--- config.mk ---
export PLATFORM = sky130hd
export DESIGN_NAME = nts_queue
export DESIGN_NICKNAME = d
export VERILOG_FILES = /design/src/hw/rtl/nts_pkg.sv /design/src/hw/rtl/nts_queue.sv
export SDC_FILE = /design/constraint.sdc
export NUM_CORES = 1
export LEC_CHECK = 0
export BUFFER_PORTS_ARGS = -buffer_cell sky130_fd_sc_hd__buf_2
export CAP_MARGIN = 20
export CORE_ASPECT_RATIO = 0.8
export CORE_MARGIN = 2
export CORE_UTILIZATION = 51
export CTS_BUF_LIST = sky130_fd_sc_hd__clkbuf_16
export DETAILED_ROUTE_END_ITERATION = 10
export PLACE_DENSITY = 0.78
export SKIP_CTS_REPAIR_TIMING = 1
export SYNTH_ARGS = -nofsm -noshare
export SYNTH_HDL_FRONTEND = slang
export SYNTH_SLANG_ARGS = --single-unit
--- constraint.sdc ---
create_clock -name clock -period 3.8 [get_ports clock]
set_input_delay 0.57 -clock clock [delete_from_list [all_inputs] [get_ports clock]]
set_output_delay 0.57 -clock clock [all_outputs]
set_load 0.1 [all_outputs]
--- src/hw/rtl/nts_pkg.sv ---
// Shared types and constants for the noise texture shaper.
// Used by every module of the block; depends on nothing.
`timescale 1ns / 1ps
`default_nettype none

package nts_pkg;

   // Fixed-point format of samples and shaped values (signed Q2.14).
   localparam int FRAC_BITS = 14;
   localparam int SW        = 16;
   localparam int ONE_INT   = 1 << FRAC_BITS;
   localparam int TW        = FRAC_BITS + 1;        // fog curve operand width
   localparam int HB        = FRAC_BITS + 1;        // phase bits that survive the shift
   localparam int PHASE_SHIFT = 31 - FRAC_BITS;

   localparam int COL_W    = 11;
   localparam int ROW_W    = 11;
   localparam int MODE_W   = 3;
   localparam int PERIOD_W = 11;
   localparam int GAIN_W   = 16;
   localparam int GREY_W   = 8;
   localparam int CSR_IDX_W  = 2;
   localparam int CSR_DATA_W = 16;

   // Noise gain is Q8.8.
   localparam int GAIN_FRAC = 8;

   // Radius is taken as floor(sqrt(d2) * 2^16).
   localparam int SQRT_SHIFT = 32;

   localparam logic [MODE_W-1:0] MODE_NONE   = 3'd0;
   localparam logic [MODE_W-1:0] MODE_FOG    = 3'd1;
   localparam logic [MODE_W-1:0] MODE_FIRE   = 3'd2;
   localparam logic [MODE_W-1:0] MODE_MARBLE = 3'd3;
   localparam logic [MODE_W-1:0] MODE_WOOD   = 3'd4;

   localparam logic [CSR_IDX_W-1:0] CSR_SHAPE_MODE    = 2'd0;
   localparam logic [CSR_IDX_W-1:0] CSR_STRIPE_PERIOD = 2'd1;
   localparam logic [CSR_IDX_W-1:0] CSR_NOISE_GAIN    = 2'd2;

   localparam logic [MODE_W-1:0]   MODE_RESET   = MODE_NONE;
   localparam logic [PERIOD_W-1:0] PERIOD_RESET = 11'd64;
   localparam logic [GAIN_W-1:0]   GAIN_RESET   = 16'd256;

   // CORDIC: Q1.30 datapath, angles in units of 2^-32 turn.
   localparam int CORDIC_STEPS = 24;
   localparam int CZW          = 34;
   localparam int Y_SHIFT      = 30 - FRAC_BITS;
   localparam logic signed [CZW-1:0] CORDIC_X0 = 34'sd652032874;
   localparam logic [0:CORDIC_STEPS-1][31:0] ATAN_TURNS = {
      32'd536870912, 32'd316933406, 32'd167458907, 32'd85004756,
      32'd42667331,  32'd21354465,  32'd10679838,  32'd5340245,
      32'd2670163,   32'd1335087,   32'd667544,    32'd333772,
      32'd166886,    32'd83443,     32'd41722,     32'd20861,
      32'd10430,     32'd5215,      32'd2608,      32'd1304,
      32'd652,       32'd326,       32'd163,       32'd81
   };

   localparam int QUEUE_DEPTH = 2;
   localparam int QPW = 1;
   localparam int QCW = 2;

   typedef enum logic [2:0] {
      CLS_PASS,
      CLS_FOG,
      CLS_FIRE,
      CLS_MARBLE,
      CLS_WOOD
   } nts_cls_type;

   typedef struct packed {
      logic [COL_W-1:0]     col;
      logic [ROW_W-1:0]     row;
      logic signed [SW-1:0] v;
      nts_cls_type          cls;
   } nts_item_type;

   // Carried alongside the radius / divide stages.
   typedef struct packed {
      logic                 sine;
      logic                 wood;
      logic signed [SW-1:0] s_pre;
      logic [HB-1:0]        noise;
      logic [COL_W-1:0]     col;
   } nts_side_type;

   // Carried alongside the CORDIC stages.
   typedef struct packed {
      logic                 valid;
      logic                 sine;
      logic                 flip;
      logic signed [SW-1:0] s_pre;
   } nts_tag_type;

endpackage

`default_nettype wire

--- src/hw/rtl/nts_queue.sv ---
// Two-entry queue between the front end and the arithmetic pipeline.
// Depends on nts_pkg.
`timescale 1ns / 1ps
`default_nettype none

module nts_queue import nts_pkg::*; (
   input  wire logic   clock,
   input  wire logic   reset,
   input  wire logic   push,
   input  nts_item_type push_item,
   input  wire logic   pop,
   output logic        head_valid,
   output nts_item_type head_item,
   output logic        full
);

   nts_item_type     slot_ff [QUEUE_DEPTH];
   logic [QPW-1:0]   rd_ptr_ff;
   logic [QPW-1:0]   wr_ptr_ff;
   logic [QCW-1:0]   count_ff;
   logic [QCW-1:0]   count_in;
   logic             do_pop;

   assign head_valid = (count_ff != '0);
   assign full       = (count_ff == QCW'(QUEUE_DEPTH));
   assign head_item  = slot_ff[rd_ptr_ff];
   assign do_pop     = pop && head_valid;

   always_comb begin
      count_in = count_ff;
      if (push && !do_pop) begin
         count_in = count_ff + 1'b1;
      end else if (!push && do_pop) begin
         count_in = count_ff - 1'b1;
      end
   end

   always_ff @(posedge clock) begin
      if (reset) begin
         rd_ptr_ff <= '0;
         wr_ptr_ff <= '0;
         count_ff  <= '0;
      end else begin
         count_ff <= count_in;
         if (push) begin
            wr_ptr_ff <= wr_ptr_ff + 1'b1;
         end
         if (do_pop) begin
            rd_ptr_ff <= rd_ptr_ff + 1'b1;
         end
      end
   end

   always_ff @(posedge clock) begin
      if (push) begin
         slot_ff[wr_ptr_ff] <= push_item;
      end
   end

endmodule

`default_nettype wire

## Yosys cells after proc, flatten, opt, wreduce, memory -nomap -nowiden

Memories as Yosys holds them, arrays and structs flattened. A register that Yosys moved wholly into a read port is not among the register bits.
Index checks and enable logic that the tools add are counted.
Widths: inputs -> output; s select.

| word-level totals | value |
|---|---|
| bits in registers | 4 |
| latch bits | 0 |
| bits in writable memories | 82 |
| bits in read-only memories | 0 |
| input bits | 45 |
| word-level logic and storage cells | 22 |
| memories kept | 1 |

| cells by class | value |
|---|---|
| $add $sub $neg | 4 |
| multipliers | 0 |
| div/mod/pow operators | 0 |
| order comparisons | 0 |
| equality and inequality tests | 1 |
| shifts and indexed selects | 0 |
| mux-type cells | 6 |
| bitwise gates (word level) | 0 |
| reductions and logical operators | 7 |

Memories:

| memory | words | bits a word | rd ports | clocked after memory_dff | write ports | RTL line | text |
|---|---|---|---|---|---|---|---|
| slot_ff | 2 | 41 | 1 | 1 | 1 | nts_queue.sv:17 | `nts_item_type slot_ff [QUEUE_DEPTH];` |

Operators with widths:

| kind | number |
|---|---|
| $mux 1 | 4 |
| $mux 2 | 2 |
| $reduce_bool 2->1 | 2 |
| $logic_and 1x1->1 | 3 |
| $add 1x1->1 const B | 2 |
| $add 2x1->2 const B | 1 |
| $eq 2x2->1 const B | 1 |
| $logic_not 1->1 | 2 |
| $sub 2x1->2 const B | 1 |

## Logic depth before layout (Yosys ltp)

| depth | value |
|---|---|
| depth after elaboration | 5 |
| depth in mapped cells | 5 |

## Worst setup path after synthesis

No wires, ideal clock.

| timing | value |
|---|---|
| path kind | input to register |
| start point | in push |
| end point | mem slot_ff[0][0] (netlist bit), enable pin |
| arrival | 2.402 ns |
| path slack | 0.954 ns |
| stages | 1 |
| buffers on the path | 0 |
| cell sequence | nor2b_1 |

| on the way | value |
|---|---|
| cells in the longest elaborated chain, start to end | 2 |

Ends and longest elaborated chain:

| what | RTL line | text |
|---|---|---|
| from (decl) | nts_queue.sv:9 | `input wire logic push,` |
| $mux 1 | nts_queue.sv:55 | `if (push) begin` |
| $mux 1 (not written as such) | nts_queue.sv:56 | `slot_ff[wr_ptr_ff] <= push_item;` |
| to (decl) | nts_queue.sv:17 |  |

Every way passes these cells.

==> qor.yml <==
die_w_um: 92.02
finalClockSkew_ns: 0.008453
syn_inst: 150
core_area_um2: 5943
stdcell_area_um2: 3998
comb_power_share_pct: 40.5
intPower_w: 0.001914
cts_buffers: 9
power_switching_w: 0.001545
yosysUniqueCellTypes: 16
grt_max_degree: 42
row_count: 25
gp_congestion: 0.6694
areaGrowthSynthToFinish_pct: 26.48
ir_drop_mv: 0.4216
min-delay-path-class: "primary input to flop"
yosys_warnings: 0
grt_pass1_wl_um: 7859
worstSetupPathType: "flop to output port"
slew_violations: 0
antenna_cells: 0
antenna_found_initial: 0
clk_pin_slew_ns: 0.06
ys_seq_area_share_pct: 81.08
totalWireLength_um: 5219
wl_per_cell_um: 15.86
nets: 290
p_sw_share_pct: 44.67
startpoint_type: "flop"
grt_pass1_vias: 1618
die_area_um2: 6847
power.density_nw_per_um2: 865.3
avgSynthCellArea_um2: 21.07
timing.fmax_mhz: 378.4
gr-total-overflow: 0
worst_setup_path_end_kind: "output port"
cp_max_fo: 41
routed-via-count: 1608
slowest_stage: "dfxtp_2"
drt_iter0_markers: 57
r2r_start: "wr_ptr_ff"
grt_usage_pct: 15.85
power_frac_clock_pct: 23.9
seqPwrFrac_pct: 35.5
root_buffer: "clkbuf_16"
ant_nets: 0
slew_headroom_pct: 33.64
mappedNetlistArea_um2: 3161
cts_sinks: 87
cap_violations: 0
min_period_ns: 2.643
drive_gt1_share_pct: 58.06
clk_latency_ns: 0.33
htreeDepth: 3
crit_chain: "mux2_2, buf_2"
syn_nets: 196
fp.dieH_um: 74.41
vias_per_cell: 4.888
start_util_pct: 53.18
first_pass_iters: 4
tritoncts: "done"
dp_hpwl_um: 3364
leakagePower_nw: 1.512
hold_viol: 0
hp-start: "push_item[1]"
io_pins: 88
dpl_cell_area_um2: 3710
period_share_pct: 69.55
synth_seq_cells: 87
numPortBuffers: 87
cp_slowest_stage_delay_ns: 0.98
tightestPinTransition_ns: 0.9954
worstPathArrival_ns: 2.07
status: "complete, no violations"
rsz0062_at_grt: "no"
route.detailed.drc: 0
tns_ns: 0
setup_viol: 0
clk_path_buf_depth: 2
cp.required_ns: 3.23
-- cells in the final DEF (no fill, tap or decap) --
master      instances
mux2_1              3
bufinv_16           1
o21ai_0             2
or2_2               1
buf_16              1
nor2b_4             1
a21oi_1             1
or3_1               1
clkinv_1            2
clkinv_4            2
xnor2_1             1
edfxtp_1           82
clkbuf_16           9
and2b_2             1
dfxtp_1             4
and2_2              1
nor2_1              4
ha_1                1
clkinvlp_4          1
dfxtp_2             1
xor2_1              3
mux2_2             38
buf_2              87
-- worst max-delay path, delay by kind of cell (launching register included) --
kind	cells	cell delay (ns)
buffers and inverters	1	0.43
muxes	1	0.31
DFF	1	0.98
-- final cells by class --
class	count	area, um^2
flip-flops and latches	87	2564
fillers	418	1946
multi-input cells	58	581.8
repair buffers	88	462.9
clock buffers	9	225.2
well taps	81	101.3
clock inverters	6	62.56
-- power by group through the flow --
stage / Clock [W] / Sequential, W / Combinational [W]
floorplan: 0 / 0.00117 / 0.00130
global placement: 0 / 0.00125 / 0.00139
detailed placement: 0 / 0.00125 / 0.00141
CTS: 0.000849 / 0.00123 / 0.00141
global route: 0.000894 / 0.00125 / 0.00144
finish: 0.000828 / 0.00123 / 0.00140
-- layer usage --
metal / share of wire, % / global-route usage (%)
met1: 44 / 19.63
met2: 47 / 24.92
met3: 7.8 / 7.700
met4: 1.1 / 5.473
met5: 0 / 0
-- through the flow --
| stage | power, W | std cells | worst slack, ns | util [%] | hold slack (ns) |
|---|---|---|---|---|---|
| 2_1_floorplan | 0.002472 | 150 | 0.9537 | - | 0.4661 |
| 3_3_place_gp | 0.002640 | 313 | 1.491 | 61.96 | 0.4881 |
| 3_5_place_dp | 0.002660 | 314 | 1.480 | 62.42 | 0.4872 |
| 4_1_cts | 0.003493 | 329 | 1.115 | 67.26 | 0.4173 |
| 5_1_grt | 0.003578 | 329 | 1.016 | 67.26 | 0.4127 |
| 6_report | 0.003459 | 329 | 1.157 | 67.26 | 0.4292 |
-- kinds of logic (layout without fill, tap and decap cells) --
family                     count (synthesis)  count (layout)  synth area share (%)
adders and majority gates                  1               1                0.3958
xor gates and xnor gates                   4               4                 1.109
DFF                                       87              87                 81.08
buffers and inverters                      5             103                0.7916
and+or+nand+nor                            9               9                 1.544
muxes                                     41              41                 14.61
AOI/OAI and AO/OA                          3               3                0.4749
-- state kept, by name, indices dropped and copies added (netlist names), named ones only --
signal / count
slot_ff: 82
wr_ptr_ff: 1
count_ff: 2
rd_ptr_ff: 1
-- synth_stat cells --
cell type	n	area (um^2)
or2_2	1	6.260
dfxtp_1	5	100.1
or3_1	1	6.260
xor2_1	3	26.28
o21ai_0	2	10.01
mux2_2	38	427.9
nor2b_1	1	6.260
a21oi_1	1	5.000
mux2_1	3	33.78
edfxtp_1	82	2462
buf_2	5	25.02
and2b_2	1	8.760
and2_1	1	6.260
xnor2_1	1	8.760
nor2_1	4	15.01
ha_1	1	12.51
-- worst paths after layout --
kind | to | slack, ns | depth (start not counted)
worst min-delay path | slot_ff[1][1] | 0.43 | 1
worst max register to register | slot_ff[1][8] | 2.19 | 1
worst max-delay path | head_item[18] | 1.16 | 2
worst min register to register | flop | 0.50 | 2
(Power assumes the default switching activity.)
