**src/hw/rtl/nts_pkg.sv**
```systemverilog
// Shared types and constants for the noise texture shaper.
// Used by every module of the block; depends on nothing.
`timescale 1ns / 1ps
`default_nettype none

package nts_pkg;

   // Fixed-point format of samples and shaped values (signed Q2.14).
   localparam int FRAC_BITS = 14;
   localparam int SW        = 16;
   localparam int ONE_INT   = 1 << FRAC_BITS;
   localparam int TW        = FRAC_BITS + 1;        // fog curve operand width
   localparam int HB        = FRAC_BITS + 1;        // phase bits that survive the shift
   localparam int PHASE_SHIFT = 31 - FRAC_BITS;

   localparam int COL_W    = 11;
   localparam int ROW_W    = 11;
   localparam int MODE_W   = 3;
   localparam int PERIOD_W = 11;
   localparam int GAIN_W   = 16;
   localparam int GREY_W   = 8;
   localparam int CSR_IDX_W  = 2;
   localparam int CSR_DATA_W = 16;

   // Noise gain is Q8.8.
   localparam int GAIN_FRAC = 8;

   // Radius is taken as floor(sqrt(d2) * 2^16).
   localparam int SQRT_SHIFT = 32;

   localparam logic [MODE_W-1:0] MODE_NONE   = 3'd0;
   localparam logic [MODE_W-1:0] MODE_FOG    = 3'd1;
   localparam logic [MODE_W-1:0] MODE_FIRE   = 3'd2;
   localparam logic [MODE_W-1:0] MODE_MARBLE = 3'd3;
   localparam logic [MODE_W-1:0] MODE_WOOD   = 3'd4;

   localparam logic [CSR_IDX_W-1:0] CSR_SHAPE_MODE    = 2'd0;
   localparam logic [CSR_IDX_W-1:0] CSR_STRIPE_PERIOD = 2'd1;
   localparam logic [CSR_IDX_W-1:0] CSR_NOISE_GAIN    = 2'd2;

   localparam logic [MODE_W-1:0]   MODE_RESET   = MODE_NONE;
   localparam logic [PERIOD_W-1:0] PERIOD_RESET = 11'd64;
   localparam logic [GAIN_W-1:0]   GAIN_RESET   = 16'd256;

   // CORDIC: Q1.30 datapath, angles in units of 2^-32 turn.
   localparam int CORDIC_STEPS = 24;
   localparam int CZW          = 34;
   localparam int Y_SHIFT      = 30 - FRAC_BITS;
   localparam logic signed [CZW-1:0] CORDIC_X0 = 34'sd652032874;
   localparam logic [0:CORDIC_STEPS-1][31:0] ATAN_TURNS = {
      32'd536870912, 32'd316933406, 32'd167458907, 32'd85004756,
      32'd42667331,  32'd21354465,  32'd10679838,  32'd5340245,
      32'd2670163,   32'd1335087,   32'd667544,    32'd333772,
      32'd166886,    32'd83443,     32'd41722,     32'd20861,
      32'd10430,     32'd5215,      32'd2608,      32'd1304,
      32'd652,       32'd326,       32'd163,       32'd81
   };

   localparam int QUEUE_DEPTH = 2;
   localparam int QPW = 1;
   localparam int QCW = 2;

   typedef enum logic [2:0] {
      CLS_PASS,
      CLS_FOG,
      CLS_FIRE,
      CLS_MARBLE,
      CLS_WOOD
   } nts_cls_type;

   typedef struct packed {
      logic [COL_W-1:0]     col;
      logic [ROW_W-1:0]     row;
      logic signed [SW-1:0] v;
      nts_cls_type          cls;
   } nts_item_type;

   // Carried alongside the radius / divide stages.
   typedef struct packed {
      logic                 sine;
      logic                 wood;
      logic signed [SW-1:0] s_pre;
      logic [HB-1:0]        noise;
      logic [COL_W-1:0]     col;
   } nts_side_type;

   // Carried alongside the CORDIC stages.
   typedef struct packed {
      logic                 valid;
      logic                 sine;
      logic                 flip;
      logic signed [SW-1:0] s_pre;
   } nts_tag_type;

endpackage

`default_nettype wire

```
**src/hw/rtl/nts_front.sv**
```systemverilog
// Front end: accepts a sample, clamps it and classifies it by shape mode.
// Depends on nts_pkg.
`timescale 1ns / 1ps
`default_nettype none

module nts_front import nts_pkg::*; (
   input  wire logic                 clock,
   input  wire logic                 reset,
   input  wire logic                 req_valid,
   output logic                      req_ready,
   input  wire logic [COL_W-1:0]     req_pixel_col,
   input  wire logic [ROW_W-1:0]     req_pixel_row,
   input  wire logic signed [SW-1:0] req_noise_sample,
   input  wire logic [MODE_W-1:0]    shape_mode,
   input  wire logic                 q_full,
   output logic                      push,
   output nts_item_type              item
);

   localparam logic signed [SW-1:0] ONE_S = SW'(ONE_INT);

   logic         vld_ff;
   logic         vld_in;
   nts_item_type item_ff;
   nts_item_type item_in;
   logic         accept;

   assign req_ready = !vld_ff || !q_full;
   assign push      = vld_ff && !q_full;
   assign accept    = req_valid && req_ready;
   assign item      = item_ff;

   always_comb begin
      item_in.col = req_pixel_col;
      item_in.row = req_pixel_row;
      if (req_noise_sample > ONE_S) begin
         item_in.v = ONE_S;
      end else if (req_noise_sample < -ONE_S) begin
         item_in.v = -ONE_S;
      end else begin
         item_in.v = req_noise_sample;
      end
      unique case (shape_mode)
         MODE_FOG:    item_in.cls = CLS_FOG;
         MODE_FIRE:   item_in.cls = CLS_FIRE;
         MODE_MARBLE: item_in.cls = CLS_MARBLE;
         MODE_WOOD:   item_in.cls = CLS_WOOD;
         default:     item_in.cls = CLS_PASS;   // none and unused codes
      endcase
   end

   always_comb begin
      if (accept) begin
         vld_in = 1'b1;
      end else if (push) begin
         vld_in = 1'b0;
      end else begin
         vld_in = vld_ff;
      end
   end

   always_ff @(posedge clock) begin
      if (reset) begin
         vld_ff <= 1'b0;
      end else begin
         vld_ff <= vld_in;
      end
   end

   always_ff @(posedge clock) begin
      if (accept) begin
         item_ff <= item_in;
      end
   end

endmodule

`default_nettype wire

```
**config.mk**
```make
export PLATFORM = sky130hd
export DESIGN_NAME = nts_front
export DESIGN_NICKNAME = d
export VERILOG_FILES = /design/src/hw/rtl/nts_pkg.sv /design/src/hw/rtl/nts_front.sv
export SDC_FILE = /design/constraint.sdc
export NUM_CORES = 1
export LEC_CHECK = 0
export BUFFER_PORTS_ARGS = -buffer_cell sky130_fd_sc_hd__buf_4
export CORE_MARGIN = 1.5
export CORE_UTILIZATION = 40
export DETAILED_ROUTE_END_ITERATION = 6
export HOLD_SLACK_MARGIN = 0.02
export PLACE_DENSITY_LB_ADDON = 0.05
export RECOVER_POWER = 25
export SYNTH_ARGS = -nofsm -noshare
export SYNTH_HDL_FRONTEND = slang
export SYNTH_SLANG_ARGS = --single-unit
```
**constraint.sdc**
```tcl
create_clock -name clock -period 1.9 [get_ports clock]
set_input_delay 0.19 -clock clock [delete_from_list [all_inputs] [get_ports clock]]
set_output_delay 0.19 -clock clock [all_outputs]
set_load 0.05 [all_outputs]
```
# Yosys cells after proc, flatten, opt, wreduce, memory -nomap -nowiden
# Cells that the tools add are included.
# word_totals
register_bits	42
output_inout_bits	43
elab_cells	23
# classes
order_cmp	2
n_eq_ne	4
n_mux	4
n_reduce_logical	7
# ops
op	count
16-bit > comparator (second input constant)	1
16-bit by 15-bit < comparator with 1-bit output (second input constant)	1
16-bit two-way mux	1
3-bit case mux with 4 select lines	1
3-bit by 2-bit equality test with 1-bit output (second input constant)	2
3-bit by 1-bit equality test with 1-bit output (second input constant)	1
3-bit equality test (second input constant)	1
1-bit logical AND	2
1-bit logical NOT	2
1-bit two-way mux	2
2-bit nonzero test	1
2-bit OR reduction	1
1-bit logical OR	1

# Logic depth before layout (Yosys ltp)
# Gate-level depths: netlist of the first run.
# logic_depth
ltp_word	4
ltp_mapped	3

# Worst setup path after synthesis of the first run
# No wires, ideal clock.
# synth_timing
kind	register -> register
from	register vld_ff
to	register item_ff, in the netlist item[0] (enable)
setup_time_ns	0.402
t_arrival_ns	1.737
required_time_ns	1.498
slack_ns	-0.240
path_stages_with_launch	3
path_buffers	0
period_less_slack_ns	2.140
cell_sequence	dfxtp_1 -> nand2_1 -> and2_1
# synth_between
elab_chain_cells	3
# synth_rtl
item	line	rtl
from (decl)	nts_front.sv:22	logic vld_ff;
from (signal assigned)	nts_front.sv:66	vld_ff <= vld_in;
1-bit logical NOT	nts_front.sv:28	assign req_ready = !vld_ff || !q_full;
1-bit logical OR	nts_front.sv:28	
net req_ready	nts_front.sv:10	output logic req_ready,
1-bit logical AND	nts_front.sv:30	assign accept = req_valid && req_ready;
net accept	nts_front.sv:26	logic accept;
to (signal assigned)	nts_front.sv:72	item_ff <= item_in;
to (decl)	nts_front.sv:24	nts_item_type item_ff;
# The timed path passes the listed nets, and every way through them passes these cells.
# A chain may end at the register's enable or synchronous reset.

# Worst setup path after layout of the first run
# layout_timing
from	register vld_ff
to	output port push
# layout_between
elab_chain_cells	1
# layout_rtl
item	line	rtl
1-bit logical AND	nts_front.sv:29	assign push = vld_ff && !q_full;
to (decl)	nts_front.sv:16	output logic push,
# No other way between the ends.

==> results of run 1 <==
[synth_stat cells, drive strengths merged]
cell type  count  area share [%]
clkbuf         1            0.26
buf            1            0.78
dfxtp          1             1.4
and2          15             8.5
or2            1            0.43
edfxtp        41              85
nor2           1            0.26
nor3b          1            0.52
nand2          1            0.26
xnor2          1             1.1
nor2b          3             1.3
a21oi          1            0.34
[metal layers]
metal | global-route usage [%] | wire [um] | vias up
li1 | - | - | 481
met1 | 16.12 | 957 | 441
met2 | 27.93 | 1557 | 55
met3 | 4.464 | 243 | 8
met4 | 8.967 | 68 | 0
met5 | 0 | 0 | -
[area by class of cell]
class                           count  area (sq um)
Clock inverter                      3         40.04
Sequential cell                    42          1251
Fill cell                         249         953.4
Multi-Input combinational cell     24         176.4
Clock buffer                        5         37.54
Tap cell                           46         57.56
Timing Repair Buffer              111         899.6
[state kept, by name (all words and copies together), names as in the netlist]
register	cells
item	41
vld_ff	1
[power groups by stage]
stage / registers [uW] / clock network, uW / logic, uW
after floorplan: 1330 / 0 / 71.0
after global placement: 1120 / 0 / 440
after detailed placement: 1130 / 0 / 447
after CTS: 1110 / 560 / 486
after global routing: 1110 / 598 / 494
final: 1100 / 537 / 472
[cells in the final DEF (no fill, tap or decap), drive strengths merged]
master       synthesis  routed
nor2                 1       1
dfxtp                1       1
and2                15      15
clkbuf               1      30
nor3b                1       1
a21oi                1       1
xnor2                1       1
bufinv               0       1
or2                  1       1
edfxtp              41      41
clkinv               0       2
nor2b                3       3
buf                  1      63
dlygate4sd3          0      23
nand2                1       1
[critical path, cell delays in order, from the launching register on]
cell and delay [ps]:
dfxtp_1 360, nor2b_1 150, buf_4 210
[stage by stage]
step                      worst slack [ps]  util (%)  instances  cell area [sq um]  total power [uW]
after CTS                            606.5     72.49        231               2476              2151
after detailed placement             686.6     63.48        200               2168              1573
final                                642.8     72.09        231               2462              2114
after global placement               749.4     63.48        200               2168              1564
after global routing                 581.5     72.09        231               2462              2203
after floorplan                      178.5         -         68               1453              1399
[worst min-delay path by stage]
stage | endpoint | start | slack [ps] | depth (start not counted)
floorplan | vld_ff | reset | 260 | 1
global placement | vld_ff | reset | 350 | 2
detailed placement | vld_ff | reset | 350 | 2
CTS | item[18] | req_noise_sample[15] | 30 | 1
global route | vld_ff | req_valid | 90 | 3
finish | vld_ff | req_valid | 70 | 3
[what timing repair did]
item,in CTS,in global routing
setup buffers,0,0
gates resized for setup,0,0
hold buffers,23,0
hold endpoints to repair,23,0
[cells by family after synthesis]
kind of cell    share of synthesized area [%]
flops                                   86.21
simple gates                            11.29
compound gates                         0.3445
buf+inv                                 1.034
xor+xnor                                1.121
==> impl_metrics.yaml, run 1 <==
outcome:
  status: "finished, final reports clean"
synthesis:
  synthCells: 68
  synth-seq-area-share_pct: 86.21
  syn-mean-instance-area_sq_um: 21.34
  synth_nets: 113
  synth_cell_types: 14
  ys_warn_count: 0
  ys_ff_latch: 42
  synth_area_sq_um: 1451
placement:
  gp_congestion: 0.6211
  io_buffers: 87
timing:
  rsz0062_at_grt: "no"
  setup_violations: 0
  relSlewSlack_pct: 35.24
  period_minus_slack_ps: 1257
  worstMarginPinSlew_ps: 964.4
  finalHoldViolations: 0
  finalCritPeriodShare_pct: 66.17
  drv_slew: 0
  hold_slack_ps: 67.52
  skew_ps: 3.454
  fmax_mhz: 795.4
  fin_tns_setup_ps: 0
global_route:
  grt_use_total_pct: 15.56
  grt_pass1_wl_um: 4547
  grt_pass1_vias: 1013
  grt_max_degree: 42
  antenna_found_initial: 0
  grt.overflow.total: 0
critical_path:
  worstPathRequired_ps: 1710
  end_kind: "output pin"
  worstSetupEndpoint: "push"
  r2r-start: "vld_ff"
  path_max_fanout: 3
  r2r_slack_ps: 770
  r2r_cells: 3
  critPathArrivalTime_ps: 1070
  worstSetupStartpoint: "vld_ff"
  crit_path_start_kind: "register"
  reg2reg_to: "item[8]"
  crit_type: "reg2out"
die:
  fp.dieArea_sq_um: 3999
  die_x_um: 63.24
  die_h_um: 63.24
  start_util_pct: 42.49
  core_area_sq_um: 3416
  num_io_pins: 88
  num_rows: 21
clock_tree:
  cts.htree.levels: 2
  numCtsBuffers: 5
  worstSkewPairLatency_ps: 340
  cts_tree: "built"
  path_clk_slew_ps: 110
  cts_max_path_buffers: 2
  cts_sinks: 42
  cts_root_buffer: "clkbuf_4"
power:
  vdd_drop_max_mv: 0.6030
  power_density_nw_per_um2: 858.4
  p_sw_uw: 563.9
  clockPowerShare_pct: 25.4
  p_leak_uw: 0.001047
  pwr-share-comb_pct: 22.3
  pwr-share-seq_pct: 52.3
  p_int_uw: 1550
  swShare_pct: 26.68
route:
  vias: 985
  drc: 0
  drt_wl_total_um: 2827
  ant_nets: 0
  viasPerCell: 4.264
  dr.pass1.iters: 4
  routedWlPerCell_um: 12.24
  drtIter0Drc: 25
job:
  cap_violations: 0
finish:
  areaGrowthSynthToFinish_pct: 69.66
  nNetsFinal: 229
  drive_above_1_share_pct: 60.00
  insertedDiodeCount: 0
min_path:
  hp-class: "in2reg"
Power figures use the tool's default switching activity.
==> run 2: changes to the inputs <==
Settings changed: CORE_UTILIZATION 40 to 38.
Clock period 1.9 ns to 1 ns, I/O delays scaled along.
==> run 2 against run 1 <==
Net effect: the run now ends with setup timing left; hold slack worse by 38 ps; via count is 2.1% higher; global-route usage is 0.70 points lower; final area is 5.8% higher; clock skew is 1.7 ps higher; critical path depth is 1 higher; wire length is 7.5% higher; combinational power is 100% higher; sequential share of layout area is 2.6 points lower; power is 110% higher; flip-flop and latch count stayed put; die area is 5.0% higher; critical endpoint is now item[9]; largest power group unchanged; highest routed layer is now met3.
==> impl_metrics.yaml, run 2 (synthesized netlist as in run 1, its figures left out) <==
timing:
  setup_slack_ps: -83.00
  period_minus_slack_ps: 1083
  hold_slack_ps: 29.11
  rsz0062_at_grt: "yes"
  setup_violations: 42
  fmax_mhz: 923.4
  worstMarginPinSlew_ps: 437.6
  skew_ps: 5.186
  fin_tns_setup_ps: -2879
  drv_slew: 0
  finalHoldViolations: 0
  finalCritPeriodShare_pct: 108.3
  relSlewSlack_pct: 70.83
route:
  routedWlPerCell_um: 12.82
  drtIter0Drc: 42
  viasPerCell: 4.245
  dr.pass1.iters: 4
  drc: 0
  drt_wl_total_um: 3039
  vias: 1006
  ant_nets: 0
die:
  core_area_sq_um: 3661
  start_util_pct: 39.64
  die_h_um: 64.80
  num_io_pins: 88
  die_x_um: 64.80
  fp.dieArea_sq_um: 4199
  num_rows: 22
finish:
  drive_above_1_share_pct: 59.79
  nNetsFinal: 233
  largest_reg_flops: 41
  insertedDiodeCount: 0
  ff_latch_area_sq_um: 1255
  stdcell_count: 237
  fillers: 264
  multi_input_area_sq_um: 181.4
  areaGrowthSynthToFinish_pct: 79.48
  layout_commonest_cell: "buf_4"
  fin_area_sq_um: 2605
  final_cell_mix: "buf_4 (74), edfxtp_1 (41), dlygate4sd3_1 (24)"
critical_path:
  critPathArrivalTime_ps: 1080
  end_kind: "register"
  crit_type: "reg2reg"
  crit_path_start_kind: "register"
  crit_path_top_delay_cell: "dfxtp_4"
  cp_num_buf_inv: 1
  critPathTopFamily: "flip-flops"
  slowest_delay_ps: 360
  worstPathRequired_ps: 1000
  path_cells: "nand2_4 -> and2_4 -> buf_12"
  path_max_fanout: 19
clock_tree:
  cts_sinks: 42
  numCtsBuffers: 5
  cts_root_buffer: "clkbuf_8"
  path_clk_slew_ps: 80
  worstSkewPairLatency_ps: 290
  cts_tree: "built"
  cts.htree.levels: 2
  cts_max_path_buffers: 2
global_route:
  grt_use_total_pct: 14.86
  grt_pass1_wl_um: 4491
  grt_max_degree: 23
  grt_pass1_vias: 1030
  antenna_found_initial: 0
  grt.overflow.total: 0
outcome:
  violations: "setup timing"
  status: "finished, violations left"
job:
  cap_violations: 0
placement:
  pre_cts_slack_ps: -22.96
  gp_congestion: 0.6432
  dp.cells: 204
  io_buffers: 87
  post_dp_cell_area_sq_um: 2223
power:
  power_density_nw_per_um2: 1667
  vdd_drop_max_mv: 1.212
  p_leak_uw: 0.001105
min_path:
  hp-class: "in2reg"
-- run 2: timing repair --
action,CTS,global route
resized for setup,2,11
cloned,0,1
hold buffers,24,0
endpoints found under the setup margin,42,51
buffers inserted,0,0
hold endpoints to repair,24,0
-- run 2: final cells by class --
type,instances,area share (%)
clock buffer,5,2.642
clock inverter,3,1.537
multi-input combinational,24,6.964
sequential,42,48.17
tap,48,2.305
timing repair buffer,115,38.38
-- run 2: worst paths after layout --
path	depth (start not counted)	endpoint	from	slack, ps
worst max-delay path	3	item[9]	vld_ff	-80
worst min-delay path	3	vld_ff	req_valid	30
worst max register to register	3	item[9]	vld_ff	-80
worst min register to register	2	vld_ff	vld_ff	520
-- run 2: worst register-to-register path, delay by kind of cell, from the launching register on --
kind                   cells  cell delay (ps)
flip-flops                 1              360
buffers and inverters      1              170
AND/OR/NAND/NOR            2              260
-- run 2: power by group --
part	internal [uW]	switching, uW
sequential	2070	36.3
clock	734	556
combinational	398	550
-- run 2: routing by layer --
metal	GRT usage (%)	vias to the layer above	routed length, um	share of wire [%]
li1	-	486	-	-
met1	15.98	462	1075	35
met2	27.06	58	1704	56
met3	6.250	0	259	8.5
met4	3.191	0	0	0
met5	0	-	0	0
-- run 2: per-stage QoR --
stage	power, uW	utilization, %
after detailed placement	3023	60.73
final	4342	71.16
after global routing	4526	71.16
after global placement	3008	60.73
after CTS	4360	70.51
after floorplan	2663	-
